**config.mk**
```make
export PLATFORM = sky130hd
export DESIGN_NAME = sd_card_spi_byte_engine_core_flat
export DESIGN_NICKNAME = d
export VERILOG_FILES = /design/src/sdc_pkg.sv /design/src/sdc_if.sv /design/src/sd_card_spi_byte_engine_core.sv /design/src/sdc_out_buf.sv /design/src/flat_wrapper.sv
export SDC_FILE = /design/constraint.sdc
export NUM_CORES = 1
export LEC_CHECK = 0
export ABC_AREA = 1
export BUFFER_PORTS_ARGS = -buffer_cell sky130_fd_sc_hd__buf_2
export CAP_MARGIN = 0
export CORE_AREA = 10 10 161 163
export DETAILED_ROUTE_END_ITERATION = 16
export DIE_AREA = 0 0 171 173
export PLACE_DENSITY = 0.67
export SYNTH_ARGS = -nofsm -noshare
export SYNTH_HDL_FRONTEND = slang
export SYNTH_HIERARCHICAL = 1
export SYNTH_SLANG_ARGS = --single-unit
export TNS_END_PERCENT = 50
```
**constraint.sdc**
```tcl
create_clock -name clk_i -period 12.2 [get_ports clk_i]
set_input_delay 0.61 -clock clk_i [delete_from_list [all_inputs] [get_ports clk_i]]
set_output_delay 0.61 -clock clk_i [all_outputs]
set_load 0.1 [all_outputs]
```
**src/sdc_pkg.sv**
```systemverilog
`timescale 1ns / 1ps
`default_nettype none

package sdc_pkg;

  localparam int unsigned MAX_BLOCK_LEN = 4096;
  localparam int unsigned FRAME_LEN     = 6;
  localparam int unsigned CNT_W         = 13;
  localparam int unsigned BLK_W         = 13;
  localparam int unsigned ARG_BYTES     = FRAME_LEN - 1;
  localparam int unsigned FIDX_W        = $clog2(ARG_BYTES);

  localparam logic [7:0] START_MASK = 8'hC0;
  localparam logic [7:0] START_CODE = 8'h40;
  localparam logic [7:0] DATA_TOKEN = 8'hFE;
  localparam logic [7:0] IDLE_BYTE  = 8'hFF;
  localparam logic [7:0] R1_IDLE    = 8'h01;
  localparam logic [7:0] R1_READY   = 8'h00;
  localparam logic [7:0] CMD_MASK   = 8'h3F;

  localparam logic [BLK_W-1:0] BLK_LEN_RST = BLK_W'(512);

  typedef enum logic [5:0] {
    CMD_GO_IDLE    = 6'd0,
    CMD_SEND_OP    = 6'd1,
    CMD_STOP       = 6'd12,
    CMD_SET_BLEN   = 6'd16,
    CMD_READ_MULTI = 6'd18
  } cmd_e;

  typedef enum logic [1:0] {
    ADDR_DATA   = 2'd0,
    ADDR_XFER   = 2'd1,
    ADDR_CS_ON  = 2'd2,
    ADDR_CS_OFF = 2'd3
  } addr_e;

  typedef enum logic [4:0] {
    PH_IDLE      = 5'b00001,
    PH_COMMAND   = 5'b00010,
    PH_RESPONSE  = 5'b00100,
    PH_READ_RESP = 5'b01000,
    PH_READ      = 5'b10000
  } phase_e;

  typedef struct packed {
    logic [7:0]  rdata;
    logic [31:0] read_pointer;
    logic        byte_consumed;
  } rsp_t;

endpackage

`default_nettype wire

```
**src/sdc_if.sv**
```systemverilog
`timescale 1ns / 1ps
`default_nettype none

interface sdc_req_if;
  logic       valid;
  logic       ready;
  logic       req_type;
  logic [1:0] addr;
  logic [7:0] wdata;
  logic [7:0] image_byte;

  modport source (output valid, req_type, addr, wdata, image_byte, input ready);
  modport sink   (input valid, req_type, addr, wdata, image_byte, output ready);
endinterface

interface sdc_rsp_if;
  logic        valid;
  logic        ready;
  logic [7:0]  rdata;
  logic [31:0] read_pointer;
  logic        byte_consumed;

  modport source (output valid, rdata, read_pointer, byte_consumed, input ready);
  modport sink   (input valid, rdata, read_pointer, byte_consumed, output ready);
endinterface

`default_nettype wire

```
**src/sd_card_spi_byte_engine_core.sv**
```systemverilog
// Channel | Dir | Fields                                    | Beat
// req_i   | in  | req_type, addr, wdata, image_byte         | one bus access
// rsp_o   | out | rdata, read_pointer, byte_consumed        | one result per access
//
// Each access is handled in the cycle it is accepted; one access per cycle sustained while rsp_o keeps taking results.
// Card state updates at the accepting edge; the result lands in a two-entry output buffer.
// req_i.ready drops only while both output entries are full (rsp_o stalled).
// Async active-low reset: card idle, deselected, block length 512, pointer 0.
`timescale 1ns / 1ps
`default_nettype none

module sd_card_spi_byte_engine_core (
  input  wire logic clk_i,
  input  wire logic rst_ni,
  sdc_req_if.sink   req_i,
  sdc_rsp_if.source rsp_o
);
  import sdc_pkg::*;

  phase_e           phase_q, phase_d;
  logic [CNT_W-1:0] cnt_q, cnt_d;
  logic [BLK_W-1:0] blen_q, blen_d;
  logic [31:0]      ptr_q, ptr_d;
  logic [7:0]       resp_q, resp_d;
  logic [7:0]       send_q, send_d;
  logic [7:0]       recv_q, recv_d;
  logic             sel_q, sel_d;
  logic [7:0]       frame_q [ARG_BYTES];

  logic              accept, xfer, start, run;
  logic              frame_we;
  logic [FIDX_W-1:0] frame_idx;
  logic [7:0]        xout;
  logic [31:0]       arg;
  logic [5:0]        cmd;
  rsp_t              rsp_d;
  logic              buf_ready;

  assign accept = req_i.valid && req_i.ready;
  assign xfer   = req_i.req_type && (addr_e'(req_i.addr) == ADDR_XFER);
  assign start  = (send_q & START_MASK) == START_CODE;
  assign cmd    = 6'(frame_q[0] & CMD_MASK);
  assign arg    = {frame_q[1], frame_q[2], frame_q[3], frame_q[4]};

  always_comb begin
    phase_d   = phase_q;
    cnt_d     = cnt_q;
    blen_d    = blen_q;
    ptr_d     = ptr_q;
    resp_d    = resp_q;
    send_d    = send_q;
    recv_d    = recv_q;
    sel_d     = sel_q;
    xout      = IDLE_BYTE;
    frame_we  = 1'b0;
    frame_idx = '0;
    run       = 1'b0;
    rsp_d.rdata         = IDLE_BYTE;
    rsp_d.byte_consumed = 1'b0;

    if (xfer && sel_q) begin
      unique case (phase_q)
        PH_COMMAND: begin
          cnt_d = cnt_q + CNT_W'(1);
          if (cnt_q < CNT_W'(ARG_BYTES)) begin
            frame_we  = 1'b1;
            frame_idx = cnt_q[FIDX_W-1:0];
          end
          if (cnt_q == CNT_W'(FRAME_LEN - 1)) run = 1'b1;
        end
        PH_RESPONSE: begin
          xout    = resp_q;
          phase_d = PH_IDLE;
        end
        PH_READ_RESP: begin
          xout    = resp_q;
          phase_d = PH_READ;
          cnt_d   = '0;
        end
        PH_READ: begin
          priority if (start) begin
            phase_d  = PH_COMMAND;
            cnt_d    = CNT_W'(1);
            frame_we = 1'b1;
          end else if (cnt_q == '0) begin
            xout  = DATA_TOKEN;
            cnt_d = cnt_q + CNT_W'(1);
          end else if ({1'b0, cnt_q} > ({1'b0, blen_q} + (BLK_W+1)'(2))) begin
            cnt_d = '0;
          end else if (cnt_q > blen_q) begin
            cnt_d = cnt_q + CNT_W'(1);
          end else begin
            xout                = req_i.image_byte;
            ptr_d               = ptr_q + 32'd1;
            rsp_d.byte_consumed = 1'b1;
            cnt_d               = cnt_q + CNT_W'(1);
          end
        end
        default: begin
          if (start) begin
            phase_d  = PH_COMMAND;
            cnt_d    = CNT_W'(1);
            frame_we = 1'b1;
          end
        end
      endcase
    end

    if (run) begin
      unique case (cmd)
        CMD_GO_IDLE: begin
          resp_d  = R1_IDLE;
          phase_d = PH_RESPONSE;
        end
        CMD_SEND_OP, CMD_STOP: begin
          resp_d  = R1_READY;
          phase_d = PH_RESPONSE;
        end
        CMD_SET_BLEN: begin
          blen_d  = (arg > 32'(MAX_BLOCK_LEN)) ? BLK_W'(MAX_BLOCK_LEN) : arg[BLK_W-1:0];
          resp_d  = R1_READY;
          phase_d = PH_RESPONSE;
        end
        CMD_READ_MULTI: begin
          ptr_d   = arg;
          resp_d  = R1_READY;
          phase_d = PH_READ_RESP;
        end
        default: phase_d = PH_IDLE;
      endcase
    end

    if (req_i.req_type) begin
      unique case (addr_e'(req_i.addr))
        ADDR_DATA: send_d = req_i.wdata;
        ADDR_XFER: begin
          recv_d = xout;
          send_d = IDLE_BYTE;
        end
        ADDR_CS_ON: begin
          if (!sel_q) phase_d = PH_IDLE;
          sel_d = 1'b1;
        end
        default: sel_d = 1'b0;
      endcase
    end else if (addr_e'(req_i.addr) == ADDR_DATA) begin
      rsp_d.rdata = recv_q;
    end

    rsp_d.read_pointer = ptr_d;
  end

  always_ff @(posedge clk_i or negedge rst_ni) begin
    if (!rst_ni) begin
      phase_q <= PH_IDLE;
      cnt_q   <= '0;
      blen_q  <= BLK_LEN_RST;
      ptr_q   <= '0;
      resp_q  <= IDLE_BYTE;
      send_q  <= IDLE_BYTE;
      recv_q  <= IDLE_BYTE;
      sel_q   <= 1'b0;
    end else if (accept) begin
      phase_q <= phase_d;
      cnt_q   <= cnt_d;
      blen_q  <= blen_d;
      ptr_q   <= ptr_d;
      resp_q  <= resp_d;
      send_q  <= send_d;
      recv_q  <= recv_d;
      sel_q   <= sel_d;
    end
  end

  always_ff @(posedge clk_i) begin
    if (accept && frame_we) frame_q[frame_idx] <= send_q;
  end

  sdc_out_buf u_out_buf (
    .clk_i      (clk_i),
    .rst_ni     (rst_ni),
    .in_valid_i (req_i.valid),
    .in_data_i  (rsp_d),
    .in_ready_o (buf_ready),
    .rsp_o      (rsp_o)
  );

  assign req_i.ready = buf_ready;

`ifndef NO_ASSERTIONS
  a_consume_in_read: assert property (@(posedge clk_i) disable iff (!rst_ni)
    (accept && rsp_d.byte_consumed) |-> (phase_q == PH_READ && sel_q))
    else $error("image byte consumed outside a read stream");

  a_stall_needs_output: assert property (@(posedge clk_i) disable iff (!rst_ni)
    !req_i.ready |-> rsp_o.valid)
    else $error("input stalled with no result pending");

  a_cmd_count: assert property (@(posedge clk_i) disable iff (!rst_ni)
    (phase_q == PH_COMMAND) |-> (cnt_q != '0 && cnt_q < CNT_W'(FRAME_LEN)))
    else $error("frame byte count out of range");

  a_blen_sat: assert property (@(posedge clk_i) disable iff (!rst_ni)
    blen_q <= BLK_W'(MAX_BLOCK_LEN))
    else $error("block length above limit");

  a_ptr_step: assert property (@(posedge clk_i) disable iff (!rst_ni)
    (accept && rsp_d.byte_consumed) |=> (ptr_q == $past(ptr_q) + 32'd1))
    else $error("read pointer did not advance by one");
`endif

endmodule

`default_nettype wire

```
**src/sdc_out_buf.sv**
```systemverilog
`timescale 1ns / 1ps
`default_nettype none

module sdc_out_buf (
  input  wire logic        clk_i,
  input  wire logic        rst_ni,
  input  wire logic        in_valid_i,
  input  wire sdc_pkg::rsp_t in_data_i,
  output logic             in_ready_o,
  sdc_rsp_if.source        rsp_o
);
  import sdc_pkg::*;

  logic main_v_q, main_v_d;
  logic skid_v_q, skid_v_d;
  rsp_t main_q, main_d;
  rsp_t skid_q, skid_d;
  logic push, pop;

  assign in_ready_o = !skid_v_q;
  assign push       = in_valid_i && in_ready_o;
  assign pop        = main_v_q && rsp_o.ready;

  always_comb begin
    main_v_d = main_v_q;
    skid_v_d = skid_v_q;
    main_d   = main_q;
    skid_d   = skid_q;
    if (pop) begin
      if (skid_v_q) begin
        main_d   = skid_q;
        skid_v_d = 1'b0;
      end else if (push) begin
        main_d = in_data_i;
      end else begin
        main_v_d = 1'b0;
      end
    end else if (push) begin
      if (!main_v_q) begin
        main_d   = in_data_i;
        main_v_d = 1'b1;
      end else begin
        skid_d   = in_data_i;
        skid_v_d = 1'b1;
      end
    end
  end

  always_ff @(posedge clk_i or negedge rst_ni) begin
    if (!rst_ni) begin
      main_v_q <= 1'b0;
      skid_v_q <= 1'b0;
    end else begin
      main_v_q <= main_v_d;
      skid_v_q <= skid_v_d;
    end
  end

  always_ff @(posedge clk_i) begin
    main_q <= main_d;
    skid_q <= skid_d;
  end

  assign rsp_o.valid         = main_v_q;
  assign rsp_o.rdata         = main_q.rdata;
  assign rsp_o.read_pointer  = main_q.read_pointer;
  assign rsp_o.byte_consumed = main_q.byte_consumed;

endmodule

`default_nettype wire
```
**src/flat_wrapper.sv**
```systemverilog
// flat-port wrapper written by rule: the top's interface ports become plain ports
module sd_card_spi_byte_engine_core_flat import sdc_pkg::*;
  (clk_i, rst_ni, req_i_valid, req_i_req_type, req_i_addr, req_i_wdata, req_i_image_byte, req_i_ready, rsp_o_valid, rsp_o_rdata, rsp_o_read_pointer, rsp_o_byte_consumed, rsp_o_ready);
  sdc_req_if req_i_i ();
  sdc_rsp_if rsp_o_i ();
  input  wire logic clk_i;
  input  wire logic rst_ni;
  input wire logic [$bits(req_i_i.valid)-1:0] req_i_valid;
  input wire logic [$bits(req_i_i.req_type)-1:0] req_i_req_type;
  input wire logic [$bits(req_i_i.addr)-1:0] req_i_addr;
  input wire logic [$bits(req_i_i.wdata)-1:0] req_i_wdata;
  input wire logic [$bits(req_i_i.image_byte)-1:0] req_i_image_byte;
  output wire logic [$bits(req_i_i.ready)-1:0] req_i_ready;
  output wire logic [$bits(rsp_o_i.valid)-1:0] rsp_o_valid;
  output wire logic [$bits(rsp_o_i.rdata)-1:0] rsp_o_rdata;
  output wire logic [$bits(rsp_o_i.read_pointer)-1:0] rsp_o_read_pointer;
  output wire logic [$bits(rsp_o_i.byte_consumed)-1:0] rsp_o_byte_consumed;
  input wire logic [$bits(rsp_o_i.ready)-1:0] rsp_o_ready;
  assign req_i_i.valid = req_i_valid;
  assign req_i_i.req_type = req_i_req_type;
  assign req_i_i.addr = req_i_addr;
  assign req_i_i.wdata = req_i_wdata;
  assign req_i_i.image_byte = req_i_image_byte;
  assign req_i_ready = req_i_i.ready;
  assign rsp_o_valid = rsp_o_i.valid;
  assign rsp_o_rdata = rsp_o_i.rdata;
  assign rsp_o_read_pointer = rsp_o_i.read_pointer;
  assign rsp_o_byte_consumed = rsp_o_i.byte_consumed;
  assign rsp_o_i.ready = rsp_o_ready;
  sd_card_spi_byte_engine_core u_core (.clk_i(clk_i), .rst_ni(rst_ni), .req_i(req_i_i), .rsp_o(rsp_o_i));
endmodule
```
==> reports/qor.yml <==
status:
  status: "completed"
critical_path:
  path_class: "reg -> reg"
  reg2reg_to: "u_core/u_out_buf/rsp_o.read_pointer[10]"
  end_kind: "register"
  r2r_slack_ps: 8370
  cp-start-kind: "register"
  reg2reg_depth: 21
  crit_required_ps: 12460
  timing.rr.start: "u_core/blen_q[3]"
  critPathArrivalTime_ps: 4090
  cp_max_fo: 25
cts:
  postCtsHoldBufs: 0
  cts_sinks: 204
  clock_latency_ps: 510
  cts_tree: "done"
  cts.reportedPaths.clkPinSlew_ps: 60
  cts_setup_buffers: 0
  clock_path_buffers: 3
  cts_made_buffers: 22
  ctsResizeCount: 0
  cts_htree_levels: 1
  cts-root-buf: "clkbuf_16"
die:
  die_h_um: 173
  ios: 66
  initial_core_util_pct: 49.70
  fp.coreArea_um2: 22570
  rows: 55
  dieWidth_um: 171
  dieArea_um2: 29580
yosys:
  synth_fp_nets: 1346
  synth_top_cell_by_area: "edfxtp_1"
  synth_edf_count: 120
  ys_ff_latch: 204
  synth_area_um2: 11220
  yosysSeqAreaShare_pct: 51.08
  synth_top_cell_area_share_pct: 32.12
  synth_top_flop_cell: "edfxtp_1"
  synthArstFlopShare_pct: 41.18
  synthCells: 1291
  yosysWarnings: 6
  synth_area_leaders: "edfxtp_1 32%, dfrtp_1 14%, nand2_1 13%, inv_1 5.0%, dfstp_2 4.7%"
  synthDistinctLibCells: 59
  syn_area_per_cell_um2: 8.690
sta:
  finalHoldViolations: 0
  worstMarginPinSlew_ps: 1188
  setup_viol: 0
  rsz0062_at_grt: "no"
  setup-tns-final_ps: 0
  fin_hold_ws_ps: 90.88
  slew_headroom_pct: 20.19
  clock.fmax_mhz: 261.3
  period_needed_ps: 3826
  skew_ps: 16.49
  drv_slew: 0
  finalCritPeriodShare_pct: 31.36
power:
  vdd.ir_drop.worst_uv: 124.4
  finalPower_mw: 2.668
  power_switching_mw: 1.119
  seqPwrFrac_pct: 38.8
  leakage_nw: 5.387
  power_frac_comb_pct: 35.5
  switching_share_pct: 41.93
  clkPwrFrac_pct: 25.7
  power.density_nw_per_um2: 214.8
  intPower_mw: 1.549
global_route:
  antenna_found_initial: 0
  grtUsageMet1_pct: 26.01
  met3_usage_pct: 3.325
  grt_pass1_wl_um: 44890
  grt_max_degree: 50
  track_usage_pct: 18.33
  grt_pass1_vias: 8643
  overflow: 0
  use_met2_pct: 28.06
  grt-busiest-layer: "met2"
flow_run:
  drv_cap: 0
layout:
  fin_area_um2: 12420
  nets: 1394
  n_antenna_cell: 0
  drive_gt1_share_pct: 12.10
  layout_common_cells: "377 x nand2_1, 148 x inv_1, 120 x edfxtp_1, 93 x nand3_1, 69 x nor2_1"
  final_common_cell: "nand2_1"
  area_growth_pct: 10.74
drt:
  wl_per_cell_um: 16.62
  drt_iter0_markers: 876
  routed-via-count: 8972
  routed_wl_um: 27250
  remaining_drc_errors: 0
  firstDrtPassIters: 6
  antenna_left: 0
  vias_per_cell: 5.471
placed_design:
  gp_congestion: 0.9588
  dpl.hpwl_um: 19370
  port_buffers: 65
  placedInstanceArea_um2: 11670
worst_hold_path:
  hold_path.class: "in -> async"
-- metal layers --
| layer | vias to the layer above | share of wire, % |
|---|---|---|
| met5 | - | 0 |
| met4 | 0 | 2.1 |
| met3 | 41 | 7.3 |
| met2 | 278 | 45 |
| met1 | 4216 | 46 |
| li1 | 4437 | - |
-- worst max-delay path, cell delays in order, from the launching register on --
cell,delay (ps)
dfrtp_1,390
inv_1,70
nor3_1,290
nand2_1,80
nor2_1,150
nand3_1,120
nor2_1,150
nand2_1,80
xor2_1,150
ha_1,270
nand2_1,40
inv_1,60
nand2_1,50
nor2_1,130
nand3_1,220
a21oi_4,650
nand3_1,140
nand3_1,120
nand3_1,80
and2_1,200
nand2_1,60
nand2_1,70
-- power groups by stage --
stage	Clock [mW]	Sequential [mW]	Combinational, mW
finish	0.685	1.04	0.947
global route	0.729	1.05	1.04
CTS	0.701	1.03	0.949
detailed placement	0	1.05	0.947
global placement	0	1.04	0.932
floorplan	0	1.29	0.492
-- state kept, by name, summed over array words and instances, names as in the netlist --
| signal | count |
|---|---|
| u_core/cnt_q | 13 |
| u_core/blen_q | 13 |
| u_core/send_q | 8 |
| u_core/u_out_buf/skid_v_q | 1 |
| u_core/phase_q | 5 |
| u_core/u_out_buf/rsp_o.rdata | 8 |
| u_core/resp_q | 2 |
| u_core/u_out_buf/skid_q | 41 |
| u_core/frame_q | 38 |
| u_core/sel_q | 1 |
| u_core/ptr_q | 32 |
| u_core/u_out_buf/rsp_o.byte_consumed | 1 |
| u_core/u_out_buf/rsp_o.valid | 1 |
| u_core/u_out_buf/rsp_o.read_pointer | 32 |
| u_core/recv_q | 8 |
-- final cells by class --
cell class | instances | area, um^2
Clock inverter | 5 | 75.07
Clock buffer | 35 | 676.9
Tap cell | 285 | 356.6
Fill cell | 2054 | 10150
Sequential cell | 204 | 5731
Multi-Input combinational cell | 887 | 4634
Timing Repair Buffer | 71 | 372.9
Inverter | 153 | 576.8
-- cell usage after synthesis, drive strengths merged, types with 2 or more instances --
| master | n |
|---|---|
| nand3 | 97 |
| xnor2 | 2 |
| nand3b | 2 |
| a21boi | 21 |
| and2 | 2 |
| o21bai | 4 |
| nand4 | 69 |
| inv | 153 |
| o21ai | 70 |
| ha | 32 |
| o22ai | 12 |
| buf | 39 |
| or2 | 16 |
| mux2i | 2 |
| dfrtp | 64 |
| a22oi | 9 |
| nand2 | 381 |
| nor2 | 77 |
| nor3 | 30 |
| edfxtp | 120 |
| nor4 | 10 |
| a21oi | 20 |
| a31oi | 3 |
| clkbuf | 8 |
| xor2 | 19 |
| dfstp | 20 |
-- worst max path at each step --
stage	start	end	slack (ps)
2_1_floorplan	u_core/u_out_buf/skid_v_q	u_core/u_out_buf/skid_q[0]	7570
3_3_place_gp	u_core/blen_q[3]	u_core/u_out_buf/rsp_o.read_pointer[10]	8380
3_5_place_dp	u_core/blen_q[3]	u_core/u_out_buf/rsp_o.read_pointer[10]	8360
4_1_cts	u_core/blen_q[3]	u_core/u_out_buf/rsp_o.read_pointer[10]	8360
5_1_grt	u_core/blen_q[3]	u_core/u_out_buf/rsp_o.read_pointer[10]	7770
6_report	u_core/blen_q[3]	u_core/u_out_buf/rsp_o.read_pointer[10]	8370
-- metrics by stage --
step                      util, %  std cells  setup slack, ps
after floorplan                 -       1291             7565
after global placement      51.71       1600             8384
after detailed placement    51.71       1600             8364
after CTS                   55.04       1640             8365
after global routing        55.04       1640             7774
final                       55.04       1640             8374
-- kinds of logic after synthesis --
group                    synth area share (%)
flip-flops                              51.08
adder cells (fa/ha/maj)                 3.569
AO/OA/AOI/OAI                           7.874
buffers and inverters                   7.718
XOR/XNOR                                1.640
multiplexers                           0.2788
AND/OR/NAND/NOR                         27.84
Note: power is estimated with default switching activity, not from simulation.
